$ cat config.mk
export PLATFORM = sky130hd
export DESIGN_NAME = quad_flight_supervisor_mixer
export DESIGN_NICKNAME = d
export VERILOG_FILES = /design/src/rtl/qfsm_pkg.sv /design/src/rtl/qfsm_cfg.sv /design/src/rtl/qfsm_supervisor.sv /design/src/rtl/qfsm_mixer.sv /design/src/rtl/quad_flight_supervisor_mixer.sv
export SDC_FILE = /design/constraint.sdc
export NUM_CORES = 1
export LEC_CHECK = 0
export ABC_CLOCK_PERIOD_IN_PS = 5550
export BUFFER_PORTS_ARGS = -buffer_cell sky130_fd_sc_hd__buf_4
export CAP_MARGIN = 0
export CORE_MARGIN = 4
export CORE_UTILIZATION = 33
export DETAILED_ROUTE_END_ITERATION = 7
export HOLD_SLACK_MARGIN = 0.08
export PLACE_DENSITY = 0.57
export SKIP_CTS_REPAIR_TIMING = 1
export SLEW_MARGIN = 20
export SYNTH_ARGS = -nofsm -noshare
export SYNTH_HDL_FRONTEND = slang
export SYNTH_SLANG_ARGS = --single-unit
$ cat constraint.sdc
create_clock -name clk_i -period 5.55 [get_ports clk_i]
set_input_delay 0.2775 -clock clk_i [delete_from_list [all_inputs] [get_ports clk_i]]
set_output_delay 0.2775 -clock clk_i [all_outputs]
set_load 0.01 [all_outputs]
$ cat src/rtl/qfsm_pkg.sv
// ----------------------------------------------------------------------------
// qfsm_pkg
// Shared types and constants of the quad flight supervisor and mixer.
// ----------------------------------------------------------------------------
package qfsm_pkg;

  localparam int unsigned AngleW   = 15;
  localparam int unsigned HoldW    = 10;
  localparam int unsigned CountW   = 11;
  localparam int unsigned MotorW   = 16;
  localparam int unsigned PaddrW   = 4;
  localparam int unsigned PdataW   = 32;

  // register indexes (paddr[3:2])
  localparam logic [1:0] RegSafeAngle = 2'd0;
  localparam logic [1:0] RegMaxAngle  = 2'd1;
  localparam logic [1:0] RegArmHold   = 2'd2;
  localparam logic [1:0] RegErrHold   = 2'd3;

  localparam logic [AngleW-1:0] SafeAngleRst = AngleW'(1000);
  localparam logic [AngleW-1:0] MaxAngleRst  = AngleW'(2500);
  localparam logic [HoldW-1:0]  ArmHoldRst   = HoldW'(800);
  localparam logic [HoldW-1:0]  ErrHoldRst   = HoldW'(200);

  // external request codes
  localparam logic [1:0] ReqNone   = 2'd0;
  localparam logic [1:0] ReqArm    = 2'd1;
  localparam logic [1:0] ReqDisarm = 2'd2;

  // drive mode codes
  localparam logic [1:0] ModeStopped = 2'd0;
  localparam logic [1:0] ModeUnlock  = 2'd1;
  localparam logic [1:0] ModeAngleEr = 2'd2;
  localparam logic [1:0] ModeFlying  = 2'd3;

  localparam logic [5:0] AllReady = 6'h3F;

  typedef struct packed {
    logic [AngleW-1:0] level_limit;
    logic [AngleW-1:0] tilt_limit;
    logic [HoldW-1:0]  arm_hold_ticks;
    logic [HoldW-1:0]  err_hold_ticks;
  } cfg_t;

  typedef struct packed {
    logic [1:0] drive_mode;
    logic [2:0] flight_state;
    logic       reset_controllers;
  } sup_out_t;

endpackage

$ cat src/rtl/qfsm_cfg.sv
// ----------------------------------------------------------------------------
// qfsm_cfg
// APB register file holding the angle limits and hold tick counts.
// ----------------------------------------------------------------------------
module qfsm_cfg import qfsm_pkg::*; (
  input  logic              clk_i,
  input  logic              rst_ni,
  input  logic              psel,
  input  logic              penable,
  input  logic              pwrite,
  input  logic [PaddrW-1:0] paddr,
  input  logic [PdataW-1:0] pwdata,
  output logic [PdataW-1:0] prdata,
  output logic              pready,
  output cfg_t              cfg_o
);

  cfg_t       cfg_q;
  logic       wr_en;
  logic [1:0] reg_idx;

  assign pready  = 1'b1;
  assign reg_idx = paddr[3:2];
  assign wr_en   = psel & penable & pwrite & pready;

  always_ff @(posedge clk_i or negedge rst_ni) begin
    if (!rst_ni) begin
      cfg_q.level_limit    <= SafeAngleRst;
      cfg_q.tilt_limit     <= MaxAngleRst;
      cfg_q.arm_hold_ticks <= ArmHoldRst;
      cfg_q.err_hold_ticks <= ErrHoldRst;
    end else if (wr_en) begin
      unique case (reg_idx)
        RegSafeAngle: cfg_q.level_limit    <= pwdata[AngleW-1:0];
        RegMaxAngle:  cfg_q.tilt_limit     <= pwdata[AngleW-1:0];
        RegArmHold:   cfg_q.arm_hold_ticks <= pwdata[HoldW-1:0];
        RegErrHold:   cfg_q.err_hold_ticks <= pwdata[HoldW-1:0];
        default: ;
      endcase
    end
  end

  always_comb begin
    unique case (reg_idx)
      RegSafeAngle: prdata = PdataW'(cfg_q.level_limit);
      RegMaxAngle:  prdata = PdataW'(cfg_q.tilt_limit);
      RegArmHold:   prdata = PdataW'(cfg_q.arm_hold_ticks);
      RegErrHold:   prdata = PdataW'(cfg_q.err_hold_ticks);
      default:      prdata = '0;
    endcase
  end

  assign cfg_o = cfg_q;

endmodule

$ cat src/rtl/qfsm_supervisor.sv
// ----------------------------------------------------------------------------
// qfsm_supervisor
// Arming state machine with level and over-tilt hold counters.
// ----------------------------------------------------------------------------
module qfsm_supervisor import qfsm_pkg::*; (
  input  logic        clk_i,
  input  logic        rst_ni,
  input  logic        step_i,
  input  cfg_t        cfg_i,
  input  logic [1:0]  state_request_i,
  input  logic [5:0]  ready_flags_i,
  input  logic [15:0] pitch_angle_i,
  input  logic [15:0] roll_angle_i,
  output sup_out_t    sup_o
);

  typedef enum logic [2:0] {
    StLock     = 3'd0,
    StReady    = 3'd1,
    StUnlock   = 3'd2,
    StFlying   = 3'd3,
    StAngleErr = 3'd4
  } state_e;

  state_e            state_q, state_d, state_req;
  logic [CountW-1:0] level_q, level_d, level_inc;
  logic [CountW-1:0] tilt_q, tilt_d, tilt_inc;
  logic [15:0]       mag_p, mag_r;
  logic              is_level, is_tilted;

  // 16-bit magnitude: -32768 maps to 32768, which is never level
  assign mag_p = pitch_angle_i[15] ? (~pitch_angle_i + 16'd1) : pitch_angle_i;
  assign mag_r = roll_angle_i[15]  ? (~roll_angle_i + 16'd1)  : roll_angle_i;

  assign is_level  = (mag_p <= 16'(cfg_i.level_limit)) && (mag_r <= 16'(cfg_i.level_limit));
  assign is_tilted = (mag_p > 16'(cfg_i.tilt_limit)) || (mag_r > 16'(cfg_i.tilt_limit));

  assign level_inc = level_q + CountW'(1);
  assign tilt_inc  = tilt_q + CountW'(1);

  always_comb begin
    state_req = state_q;
    if (state_request_i == ReqDisarm) begin
      state_req = StLock;
    end else if (state_request_i == ReqArm && state_q == StReady) begin
      state_req = StUnlock;
    end

    state_d = state_req;
    level_d = level_q;
    tilt_d  = tilt_q;
    sup_o.drive_mode        = ModeStopped;
    sup_o.reset_controllers = 1'b0;

    unique case (state_req)
      StUnlock: begin
        sup_o.drive_mode        = ModeUnlock;
        sup_o.reset_controllers = 1'b1;
        if (is_level) begin
          level_d = level_inc;
          if (level_inc > CountW'(cfg_i.arm_hold_ticks)) begin
            level_d = '0;
            state_d = StFlying;
          end
        end else begin
          level_d = '0;
        end
      end
      StAngleErr: begin
        sup_o.drive_mode        = ModeAngleEr;
        sup_o.reset_controllers = 1'b1;
      end
      StFlying: begin
        sup_o.drive_mode = ModeFlying;
        if (is_tilted) begin
          tilt_d = tilt_inc;
          if (tilt_inc > CountW'(cfg_i.err_hold_ticks)) begin
            tilt_d  = '0;
            state_d = StAngleErr;
          end
        end else begin
          tilt_d = '0;
        end
      end
      default: begin
        // lock, ready and any stray code
        if (ready_flags_i == AllReady) begin
          state_d = StReady;
        end else begin
          state_d = StLock;
        end
      end
    endcase

    sup_o.flight_state = state_d;
  end

  always_ff @(posedge clk_i or negedge rst_ni) begin
    if (!rst_ni) begin
      state_q <= StLock;
      level_q <= '0;
      tilt_q  <= '0;
    end else if (step_i) begin
      state_q <= state_d;
      level_q <= level_d;
      tilt_q  <= tilt_d;
    end
  end

endmodule

$ cat src/rtl/qfsm_mixer.sv
// ----------------------------------------------------------------------------
// qfsm_mixer
// X-quad motor mixer; sums are forced to zero outside flying.
// ----------------------------------------------------------------------------
module qfsm_mixer import qfsm_pkg::*; (
  input  logic              flying_i,
  input  logic [11:0]       throttle_base_i,
  input  logic [12:0]       pitch_correction_i,
  input  logic [12:0]       roll_correction_i,
  input  logic [12:0]       yaw_correction_i,
  input  logic [12:0]       climb_correction_i,
  output logic [MotorW-1:0] motor_front_a_o,
  output logic [MotorW-1:0] motor_front_b_o,
  output logic [MotorW-1:0] motor_rear_a_o,
  output logic [MotorW-1:0] motor_rear_b_o
);

  logic signed [MotorW-1:0] h, p, r, y;

  assign h = $signed({4'b0, throttle_base_i}) + MotorW'(signed'(climb_correction_i));
  assign p = MotorW'(signed'(pitch_correction_i));
  assign r = MotorW'(signed'(roll_correction_i));
  assign y = MotorW'(signed'(yaw_correction_i));

  assign motor_front_a_o = flying_i ? MotorW'(h + p + r - y) : '0;
  assign motor_front_b_o = flying_i ? MotorW'(h - p + r + y) : '0;
  assign motor_rear_a_o  = flying_i ? MotorW'(h - p - r - y) : '0;
  assign motor_rear_b_o  = flying_i ? MotorW'(h + p - r + y) : '0;

endmodule

$ cat src/rtl/quad_flight_supervisor_mixer.sv
// ----------------------------------------------------------------------------
// quad_flight_supervisor_mixer
// Flight supervisor with arming sequence and X-quad motor mixer.
// ----------------------------------------------------------------------------
// One request per control tick enters on the input channel (valid/ready)
// and yields one result on the output channel (valid/ready): drive mode,
// supervisor state, controller reset flag and four motor sums.
// A request is captured in an input register; the state machine and mixer
// evaluate it there, and once the result register is free or being read
// it is loaded while the supervisor state advances. While the receiver
// does not stall, one request per cycle is sustained.
// If the receiver stalls, the result register holds its value and the
// input register keeps the next request; input ready drops only when both
// are full, so the input side never waits on an empty slot.
// Reset clears both valid flags, puts the supervisor in lock with zeroed
// hold counters and loads the register defaults. The user must write the
// APB port (pready tied high) only while idle; the block does not enforce it.
// ----------------------------------------------------------------------------
module quad_flight_supervisor_mixer import qfsm_pkg::*; (
  input  logic              clk_i,
  input  logic              rst_ni,
  input  logic              psel,
  input  logic              penable,
  input  logic              pwrite,
  input  logic [PaddrW-1:0] paddr,
  input  logic [PdataW-1:0] pwdata,
  output logic [PdataW-1:0] prdata,
  output logic              pready,
  input  logic              in_valid_i,
  output logic              in_ready_o,
  input  logic [1:0]        state_request_i,
  input  logic [5:0]        ready_flags_i,
  input  logic [15:0]       pitch_angle_i,
  input  logic [15:0]       roll_angle_i,
  input  logic [11:0]       throttle_base_i,
  input  logic [12:0]       pitch_correction_i,
  input  logic [12:0]       roll_correction_i,
  input  logic [12:0]       yaw_correction_i,
  input  logic [12:0]       climb_correction_i,
  output logic              out_valid_o,
  input  logic              out_ready_i,
  output logic [1:0]        drive_mode_o,
  output logic [2:0]        flight_state_out_o,
  output logic              reset_controllers_o,
  output logic [MotorW-1:0] motor_front_a_o,
  output logic [MotorW-1:0] motor_front_b_o,
  output logic [MotorW-1:0] motor_rear_a_o,
  output logic [MotorW-1:0] motor_rear_b_o
);

  cfg_t     cfg;
  sup_out_t sup;
  logic     in_vld_q, out_vld_q, advance, in_take;

  logic [1:0]  req_q;
  logic [5:0]  flags_q;
  logic [15:0] pitch_q, roll_q;
  logic [11:0] thr_q;
  logic [12:0] pc_q, rc_q, yc_q, cc_q;

  logic [MotorW-1:0] m1, m2, m3, m4;
  logic [MotorW-1:0] m1_q, m2_q, m3_q, m4_q;
  sup_out_t          sup_q;

  qfsm_cfg u_cfg (
    .clk_i  (clk_i),
    .rst_ni (rst_ni),
    .psel   (psel),
    .penable(penable),
    .pwrite (pwrite),
    .paddr  (paddr),
    .pwdata (pwdata),
    .prdata (prdata),
    .pready (pready),
    .cfg_o  (cfg)
  );

  assign advance    = in_vld_q & (~out_vld_q | out_ready_i);
  assign in_ready_o = ~in_vld_q | advance;
  assign in_take    = in_valid_i & in_ready_o;

  always_ff @(posedge clk_i or negedge rst_ni) begin
    if (!rst_ni) begin
      in_vld_q  <= 1'b0;
      out_vld_q <= 1'b0;
    end else begin
      if (in_ready_o) in_vld_q <= in_valid_i;
      if (advance) begin
        out_vld_q <= 1'b1;
      end else if (out_ready_i) begin
        out_vld_q <= 1'b0;
      end
    end
  end

  always_ff @(posedge clk_i) begin
    if (in_take) begin
      req_q   <= state_request_i;
      flags_q <= ready_flags_i;
      pitch_q <= pitch_angle_i;
      roll_q  <= roll_angle_i;
      thr_q   <= throttle_base_i;
      pc_q    <= pitch_correction_i;
      rc_q    <= roll_correction_i;
      yc_q    <= yaw_correction_i;
      cc_q    <= climb_correction_i;
    end
    if (advance) begin
      sup_q <= sup;
      m1_q  <= m1;
      m2_q  <= m2;
      m3_q  <= m3;
      m4_q  <= m4;
    end
  end

  qfsm_supervisor u_sup (
    .clk_i          (clk_i),
    .rst_ni         (rst_ni),
    .step_i         (advance),
    .cfg_i          (cfg),
    .state_request_i(req_q),
    .ready_flags_i  (flags_q),
    .pitch_angle_i  (pitch_q),
    .roll_angle_i   (roll_q),
    .sup_o          (sup)
  );

  qfsm_mixer u_mix (
    .flying_i          (sup.drive_mode == ModeFlying),
    .throttle_base_i   (thr_q),
    .pitch_correction_i(pc_q),
    .roll_correction_i (rc_q),
    .yaw_correction_i  (yc_q),
    .climb_correction_i(cc_q),
    .motor_front_a_o   (m1),
    .motor_front_b_o   (m2),
    .motor_rear_a_o    (m3),
    .motor_rear_b_o    (m4)
  );

  assign out_valid_o         = out_vld_q;
  assign drive_mode_o        = sup_q.drive_mode;
  assign flight_state_out_o  = sup_q.flight_state;
  assign reset_controllers_o = sup_q.reset_controllers;
  assign motor_front_a_o     = m1_q;
  assign motor_front_b_o     = m2_q;
  assign motor_rear_a_o      = m3_q;
  assign motor_rear_b_o      = m4_q;

endmodule
-- After elaboration in Yosys (flattened, before gate mapping)
Cells that the tools add are included.
- bits in registers: 251
- input bits: 147
- output and inout port bits: 105
- word-level logic and storage cells: 98
- add/subtract/negate cells: 15
- order comparisons: 6
- equal/unequal tests: 11
- mux-type cells: 19
- bitwise gates (word level): 10
- reductions and logical operators: 12
- operator list (kind ; number):
    $pmux W32 S4 ; 1
    $add A16 B13 Y16 ; 4
    $sub A16 B13 Y16 ; 4
    $mux W11 ; 4
    $add A16 B1 Y16 const B ; 2
    $gt A16 B15 Y1 ; 2
    $le A16 B15 Y1 ; 2
    $mux W16 ; 2
    $not A16 Y16 ; 2
    $add A11 B1 Y11 const B ; 2
    $gt A11 B10 Y1 ; 2
    $mux W3 ; 6
    $add A14 B13 Y15 ; 1
    $sub A14 B13 Y15 ; 1
    $add A13 B13 Y14 ; 1
    $reduce_and A2 Y1 ; 6
    $pmux W3 S3 ; 1
    $eq A2 B2 Y1 const B ; 4
    $eq A3 B2 Y1 const B ; 2
    $eq A6 B6 Y1 const B ; 1
    $pmux W2 S3 ; 1
    $and A1 B1 Y1 ; 4
    $eq A2 B1 Y1 const B ; 2
    $mux W1 ; 4
    9 further kinds ; 12

-- Longest topological paths before layout
Gate-level depths: netlist of run 1.
- depth in word-level cells: 7
- depth in mapped cells: 26
- depth with buffers taken out: 25

-- Hierarchy
Synthesis of run 1 repeated with hierarchy kept, for this count alone.
- cells, all modules: 1694
- area total of the unflattened synthesis: 18230.0 sq um
- modules (own cells, without submodules) (module ; instances ; cells an instance ; area each (sq um) ; seq. area each (sq um)):
    qfsm_mixer ; 1 ; 822 ; 6331.1 ; 0.0
    quad_flight_supervisor_mixer ; 1 ; 183 ; 5335.1 ; 5275.1
    qfsm_supervisor ; 1 ; 534 ; 4145.2 ; 625.6
    qfsm_cfg ; 1 ; 155 ; 2418.6 ; 1272.5

-- Worst setup path before layout of run 1
Ideal clock, no wire load.
- kind: reg2reg
- from: register thr_q[0]
- to: register m1_q[14] (netlist: motor_front_a_o[14]) (data pin)
- library setup time: 0.269 ns
- data arrival time: 5.400 ns
- required time: 5.281 ns
- slack: -0.119 ns
- stages on the path, launching flop included: 26
- buffers on the path: 1
- period minus slack after synthesis: 5.669 ns
- path through: edfxtp_1 ha_1 fa_1 a21o_1 a21oi_1 nor2b_1 o211ai_1 nand2_1 a21oi_1 xnor2_1 ha_1 clkbuf_1 nor2_1 nand2_1 o21ai_0 a311oi_1 o21bai_1 a21oi_1 xnor2_1 fa_1 inv_1 ha_1 or4_1 o311ai_0 nand3_1 nor3b_1
- cells in the longest elaborated chain, start to end: 4
- RTL lines (element ; line ; RTL):
    start, declared ; quad_flight_supervisor_mixer.sv:58 ; logic [11:0] thr_q;
    start signal, assigned ; quad_flight_supervisor_mixer.sv:102 ; thr_q <= throttle_base_i;
    $add A13 B13 Y14 ; qfsm_mixer.sv:20 ; assign h = $signed({4'b0, throttle_base_i}) + MotorW'(signed'(climb_correction_i));
    $add A14 B13 Y15 ; qfsm_mixer.sv:25 ; assign motor_front_a_o = flying_i ? MotorW'(h + p + r - y) : '0;
    $add A16 B13 Y16 ; qfsm_mixer.sv:25 ;
    $sub A16 B13 Y16 ; qfsm_mixer.sv:25 ;
    end signal, assigned ; quad_flight_supervisor_mixer.sv:110 ; m1_q <= m1;
    end, declared ; quad_flight_supervisor_mixer.sv:62 ; logic [MotorW-1:0] m1_q, m2_q, m3_q, m4_q;
No other way between the ends.
A chain may end at the register's enable or synchronous reset.

-- Worst setup path after layout of run 1
- from: register cc_q[0]
- to: register m3_q[15] (netlist: motor_rear_a_o[15]) (data pin)
- cells in the longest elaborated chain, start to end: 4
- RTL lines (element ; line ; RTL):
    start, declared ; quad_flight_supervisor_mixer.sv:59 ; logic [12:0] pc_q, rc_q, yc_q, cc_q;
    start signal, assigned ; quad_flight_supervisor_mixer.sv:106 ; cc_q <= climb_correction_i;
    $add A13 B13 Y14 ; qfsm_mixer.sv:20 ;
    $sub A14 B13 Y15 ; qfsm_mixer.sv:27 ; assign motor_rear_a_o = flying_i ? MotorW'(h - p - r - y) : '0;
    $sub A16 B13 Y16 (2 in series) ; qfsm_mixer.sv:27 ;
    end signal, assigned ; quad_flight_supervisor_mixer.sv:112 ; m3_q <= m3;
    end, declared ; quad_flight_supervisor_mixer.sv:62 ;
No other way between the ends.

==> results of run 1 <==
==> where the power goes <==
part | switching (W) | total, W | internal [W]
sequential | 0.000196 | 0.00251 | 0.00231
clock | 0.000838 | 0.00191 | 0.00108
combinational | 0.00349 | 0.00674 | 0.00326
total | 0.00452 | 0.0112 | 0.00665
==> metal layers <==
layer | vias up | global-route usage [%]
li1 | 6622 | -
met1 | 6440 | 22.7
met2 | 264 | 24.4
met3 | 67 | 2.75
met4 | 0 | 4.22
met5 | - | 0
==> cell type report <==
class	instances	area, um2	area share, %
Clock buffer	32	737	3.14
Timing Repair Buffer	462	3780	16.1
Antenna cell	3	7.51	0.0320
Sequential cell	248	7080	30.2
Inverter	168	634	2.70
Multi-Input combinational cell	1171	10100	43.2
Clock inverter	22	225	0.960
Tap cell	688	861	3.67
==> how the worst max path moves through the flow <==
| stage | cells after the start | slack, ns | start | end |
|---|---|---|---|---|
| finish | 25 | 0.11 | cc_q[0] | motor_rear_a_o[15] |
| floorplan | 25 | 0.02 | thr_q[0] | motor_front_a_o[14] |
| global placement | 22 | -0.25 | thr_q[0] | motor_rear_b_o[14] |
| global route | 26 | -0.19 | cc_q[1] | motor_rear_a_o[15] |
| CTS | 25 | -0.27 | thr_q[0] | motor_rear_a_o[15] |
| detailed placement | 22 | -0.26 | thr_q[0] | motor_rear_b_o[14] |
==> sequential cells by signal, indices dropped and copies added, names as in the netlist, 15 cells and up <==
| register | cells |
|---|---|
| u_cfg.cfg_o | 50 |
| motor_front_a_o | 16 |
| pitch_q | 16 |
| roll_q | 16 |
| motor_front_b_o | 15 |
| motor_rear_a_o | 15 |
| motor_rear_b_o | 15 |
==> cell families after synthesis <==
kind of cell               count (synthesis)  synth area share, %
and+or+nand+nor                          416                 11.8
AOI/OAI and AO/OA                        316                 11.9
adders and majority gates                250                 20.7
DFF                                      248                 40.6
buffers and inverters                    216                 5.15
xor gates and xnor gates                 125                 6.27
muxes                                     46                 3.56
other                                      2               0.0430
==> Yosys cell counts, types with 24 or more instances <==
cell type / n / share of area (%)
nor3_1: 46 / 1.3
xnor2_1: 90 / 4.5
dfrtp_1: 60 / 8.6
o21ai_0: 79 / 2.3
xor2_1: 35 / 1.8
nand3_1: 34 / 0.97
clkbuf_1: 24 / 0.52
fa_1: 64 / 7.3
a21oi_1: 72 / 2.1
inv_1: 168 / 3.6
o21a_1: 24 / 1.0
nand2_1: 81 / 1.7
nor2b_1: 30 / 1.1
nor2_1: 111 / 2.4
mux2_2: 29 / 1.9
edfxtp_1: 171 / 29
ha_1: 185 / 13
==> through the flow <==
stage | hold WS [ns] | setup TNS, ns | cell area (um2) | setup WS (ns) | power, W
floorplan | -0.0181 | 0 | 17500 | 0.0196 | 0.00638
global placement | 0.456 | -0.776 | 20600 | -0.246 | 0.00842
detailed placement | 0.457 | -1.57 | 20600 | -0.257 | 0.00854
CTS | -0.176 | -1.80 | 21500 | -0.273 | 0.0105
global route | 0.333 | -0.917 | 23500 | -0.189 | 0.0121
finish | 0.270 | 0 | 23500 | 0.106 | 0.0112
==> flow_results.org, run 1 <==
** Status
- Run status :: finished clean

** Floorplan
- The floorplan has 84 rows.
- Floorplan core area :: 52400 um2
- For this configuration, the core starts out at a cell density of 33.3%.
- The die is 238 um tall.
- In this run the horizontal extent of the chip is 238 um.
- Area of the die :: 56600 um2
- 252 I/O pins were placed.

** Worst setup path
- At the worst endpoint, the arrival time is 5.75 ns.
- The most numerous cell type found on the critical path is buf_4.
- Max stage delay on crit path :: 0.50 ns
- Maximum fanout encountered on the critical timing path :: 3
- Critical path class :: reg -> reg
- STA classifies the critical path endpoint as a register.
- Critical-path top delay cell :: fa_1
- Endpoint required time on the critical path :: 5.85 ns
- Crit path max-delay family :: adder cells
- Register-to-Register Path Depth :: 25
- The worst setup path is launched from a register.
- The setup check on the worst reg-to-reg path leaves a slack of 0.11 ns.
- The worst register-to-register path ends at motor_rear_a_o[15].
- Crit path buf inv count :: 4
- In this run the critical register-to-register path is launched from cc_q[0].

** Finish
- Synth-to-layout area growth :: 34.4%
- Share of layout cells above drive strength 1 :: 26.6%
- Final core area utilization :: 44.7%
- Leading cell type in the layout, fill and taps excluded :: buf_4
- Highest-count cells in the layout ignoring fill and taps :: 337 x buf_4, 171 x ha_1, 171 x edfxtp_1, 163 x inv_1, 123 x dlygate4sd3_1
- Total of fill cells in the finished design :: 4863
- Number of nets at the end of the flow :: 2476
- Once layout is complete, the cells apart from fillers number 2794.

** Routing
- Starting DRC count in detailed routing :: 666
- Dividing the detail-routed via count by the number of cells gives 4.79.
- Antenna Nets Post-Route :: 0
- The detailed router used layers up to and including met4.
- Dividing the detail-routed wire length by the instance count gives 16.9 um.
- Detailed routing placed a total of 21600 um of wire on met2.
- Met1 Routed Length :: 22200 um
- DRC :: 0
- Routed wire length on met3 :: 2200 um
- The pre-antenna-repair detailed-routing pass consisted of 4 iterations.
- The detailed router placed 13393 vias in this run.
- The final layout contains routed wiring with a total length of 47100 um.

** Clock tree
- CTS tree :: yes
- Clk slew on worst S/H paths :: 0.06 ns
- Clock tree buffer depth :: 3
- For the worst-skew pair, the clock arrives at the later sink with an insertion delay of 0.59 ns.
- In this run, CTS created clock tree buffers numbering 29.
- Clock Sink Count :: 248
- Cell at the root of the clock tree :: clkbuf_16
- In this run the number of H-tree levels came out at 1.

** Synthesis
- Counting every instance in the synthesized netlist gives 1619.
- Number of synthesized register bits :: 248
- Average cell area after synthesis :: 10.8 um2
- The synthesized netlist contains 70 unique library cells.
- In this run the cell area of the synthesized design comes to 17500 um2.
- Of the synthesized area, sequential elements account for 40.6%.
- Of all flip-flops after synthesis, the portion carrying an async set or reset was 31.0%.
- Top_reg_cell synth :: edfxtp_1
- Count of synthesis-stage warnings from yosys :: 0
- EDFF count, synth :: 171

** Timing
- Setup repair after global routing could not meet its margin everywhere.
- On the final layout, the worst clock skew is 0.0190 ns.
- Share of the cycle needed by the critical path after routing :: 98.1%
- Fmax achieved :: 0.184 GHz
- The number of hold violations in the final report was 0.
- Final period demand of the worst path :: 5.44 ns
- # setup viols final :: 0
- Final count of pins violating max slew :: 0
- Max-slew headroom :: 31.8%
- Slew at the pin with the worst max-slew slack :: 1.02 ns

** GRT
- Overflow left after global routing :: 0
- GR Util All Layers :: 15.7%
- Initial antenna violation count :: 3
- The via count of the first global-routing pass was 13232.
- Global-route wire length before repair :: 71400 um
- Pin count of the biggest net entering global routing :: 78

** Pwr
- Reported leakage power :: 10.2 nW
- Pwr Density :: 476 nW/um2
- Peak ir drop on the vdd network :: 0.263 mV

** Worst hold path
- The tightest min-delay check is of the in -> async type.

** Place
- Dpl cells :: 2604
- HPWL reported at the end of detailed placement :: 36700 um
- Port-buffer cells :: 214
- Final Wtd Congestion :: 0.875

** Run
- Max-cap violations in this run came to 0.
Note: power is estimated with default switching activity, not from simulation.
==> run 2, diff against run 1 <==
- CORE_UTILIZATION: 33 -> 45
- PLACE_DENSITY: 0.57 -> 0.72
==> flow_results.org, run 2 (synthesis gave the netlist of run 1 again) <==
** Status
- Run status: finished clean (unchanged).

** Finish
- Antenna diode instance count :: 0 (was 3)
- Number of nets at the end of the flow :: 2437 (was 2476)
- Leading cell type in the layout, fill and taps excluded :: buf_4 (unchanged)
- The share of the core filled with cells in the final layout came to 60.2% (was 44.7%).
- Flip-flop count of the largest register, all copies and words added :: 50 (unchanged)
- The area growth from synthesis to layout was 30.8% (was 34.4%).
- Highest-count cells in the layout ignoring fill and taps: 298 x buf_4, 175 x ha_1, 171 x edfxtp_1, 164 x inv_1, 123 x dlygate4sd3_1 (was 337 x buf_4, 171 x ha_1, 171 x edfxtp_1, 163 x inv_1, 123 x dlygate4sd3_1).
- The fraction of final layout cells sized beyond drive strength 1 is 24.1% (was 26.6%).

** Pwr
- Flop pwr share :: 23.3% (was 22.5%)
- Combinational power share :: 58.5% (was 60.4%)
- The switching part of the total was 40.1% (was 40.5%).
- The areal power density over the cells came to 471 nW/um2 (was 476 nW/um2).
- The maximum ir drop on the vdd rail is 0.369 mV (was 0.263 mV).
- The static leakage was 9.99 nW (was 10.2 nW).
- The clock network fraction of total power was 18.2% (was 17.1%).
- The switching power is 0.00431 W (was 0.00452 W).
- Overall power of the completed layout :: 0.0108 W (was 0.0112 W)
- Cell-internal power :: 0.00644 W (was 0.00665 W)

** Worst setup path
- Critical path class :: reg -> reg (unchanged)
- The critical path required time is 5.84 ns (was 5.85 ns).
- Critical path arrival :: 5.79 ns (was 5.75 ns)
- The origin of the worst setup path is thr_q[0] (was cc_q[0]).
- The length in cells of the worst reg-to-reg path came to 23 (was 25).
- The endpoint of the most critical register-to-register path is motor_front_b_o[15] (was motor_rear_a_o[15]).
- The worst-path maximum fanout came to 2 (was 3).
- The capturing element type of the critical path was a register (unchanged).
- The startpoint class of the critical path is a register (unchanged).
- Reg-to-reg critical path startpoint :: thr_q[0] (was cc_q[0])
- Capture point of the critical path :: motor_front_b_o[15] (was motor_rear_a_o[15])
- Worst R2R Setup Slack :: 0.05 ns (was 0.11 ns)

** Floorplan
- The die span in x is 205 um (was 238 um).
- Floorplan core area :: 37900 um2 (was 52400 um2)
- The I/O pin count is 252 (unchanged).
- Area of the die :: 42000 um2 (was 56600 um2)
- Total number of placement rows :: 71 (was 84)
- The floorplan die height came to 205 um (was 238 um).
- Initial Util :: 46.0% (was 33.3%)

** Clock tree
- The clock latency of the later-clocked register in the worst-skew pair was 0.59 ns (about the same).
- The clock root buffer is clkbuf_16 (unchanged).
- Clk slew on worst S/H paths :: 0.06 ns (about the same)
- The H-tree level count came to 1 (unchanged).
- CTS tree :: yes (unchanged)
- The worst-case clock buffer depth came to 3 (unchanged).
- Clock Sink Count :: 248 (unchanged)
- Clock buffers created by TritonCTS :: 28 (was 29)

** Run
- The reported max-cap violation count is 0 (unchanged).

** Routing
- Drt wl/cell :: 17.4 um (was 16.9 um)
- The number of vias in the routed layout came to 13418 (was 13393).
- The number of antenna-violating nets in the routed design is 0 (unchanged).
- The total wire length came to 44800 um (was 47100 um).
- DRC :: 0 (unchanged)
- Starting DRC count in detailed routing :: 745 (was 666)
- TritonRoute pass-1 iters :: 5 (was 4)
- The detailed-route vias per instance is 5.21 (was 4.79).

** Timing
- # setup viols final :: 0 (unchanged)
- Final clock skew :: 0.0310 ns (was 0.0190 ns)
- The time the worst path needs with I/O delays and setup came to 5.50 ns (was 5.44 ns).
- Fmax achieved :: 0.182 GHz (was 0.184 GHz)
- The worst relative slew slack came to 37.8% (was 31.8%).
- The slew at the pin closest to its max-slew limit came to 0.933 ns (was 1.02 ns).
- The number of hold violations in the final report came to 0 (unchanged).
- Fin Hold WS :: 0.261 ns (was 0.270 ns)
- Unrepaired setup endpoints after global routing :: yes (unchanged)
- Final count of pins violating max slew :: 0 (unchanged)
- The final critical-path share of the clock period is 99.1% (was 98.1%).

** GRT
- Pin count of the biggest net entering global routing :: 78 (unchanged)
- The first-pass GRT wire length was 66100 um (was 71400 um).
- GR Util All Layers :: 19.6% (was 15.7%)
- The via count of the first global-routing pass came to 12773 (was 13232).
- Overflow left after global routing :: 0 (unchanged)
- The number of antenna violations at the first check in global routing was 0 (was 3).

** Place
- The count of input and output buffers came to 214 (unchanged).
- HPWL reported at the end of detailed placement :: 33500 um (was 36700 um)
- The last weighted congestion value of the routability-driven placer came to 0.897 (was 0.875).

** Worst hold path
- Worst hold path class :: in -> async (unchanged)
[run 2: worst min path at each step]
stage	start	endpoint	slack (ns)
after floorplan	rst_ni	in_vld_q	-0.02
after global placement	roll_angle_i[8]	roll_q[8]	0.46
after detailed placement	roll_correction_i[8]	rc_q[8]	0.46
after CTS	ready_flags_i[1]	flags_q[1]	-0.17
after global routing	rst_ni	u_cfg.cfg_o[49]	0.30
final	rst_ni	u_cfg.cfg_o[48]	0.26
[run 2: layer usage]
layer / global-route usage, % / vias up / wire length [um]
met5: 0 / - / 0
met4: 6.44 / 0 / 1530
met3: 3.51 / 83 / 2790
met2: 30.5 / 402 / 20600
met1: 28.0 / 6375 / 19900
li1: - / 6558 / -
[run 2: layout make-up]
type | count | area, um2
fillers | 3028 | 15100
multi-input cells | 1171 | 9990
flip-flops and latches | 248 | 7080
repair buffers | 424 | 3500
clock buffers | 32 | 716
well taps | 511 | 639
inverters | 168 | 631
clock inverters | 20 | 259
[run 2: through the flow]
stage,area [um2],setup TNS [ns],worst slack (ns),cells
2_1_floorplan,17500,0,0.0196,1635
3_3_place_gp,20100,-0.536,-0.132,2393
3_5_place_dp,20100,-1.76,-0.269,2393
4_1_cts,21100,-1.96,-0.301,2445
5_1_grt,22800,-1.34,-0.207,2574
6_report,22800,0,0.0508,2574
[run 2: worst max-delay path: stages, from the launching register on]
cell	delay, ns
edfxtp_1	0.37
ha_2	0.21
fa_2	0.34
a21o_1	0.19
a21oi_2	0.16
nor2b_1	0.08
o211ai_1	0.18
nand2_1	0.13
a41oi_2	0.19
nor2b_4	0.19
xnor2_2	0.08
ha_2	0.18
or3_1	0.33
or3_4	0.36
a41o_1	0.23
a21oi_2	0.18
xor2_2	0.30
fa_1	0.52
buf_6	0.15
xor2_2	0.14
nand2_1	0.09
o41ai_2	0.42
xnor2_1	0.16
nor2_1	0.05
[run 2: power by group through the flow]
stage	Sequential, W	Combinational, W	Clock, W
after floorplan	0.00251	0.00387	0
after global placement	0.00253	0.00557	0
after detailed placement	0.00254	0.00568	0
after CTS	0.00250	0.00573	0.00199
after global routing	0.00254	0.00699	0.00208
final	0.00250	0.00629	0.00196
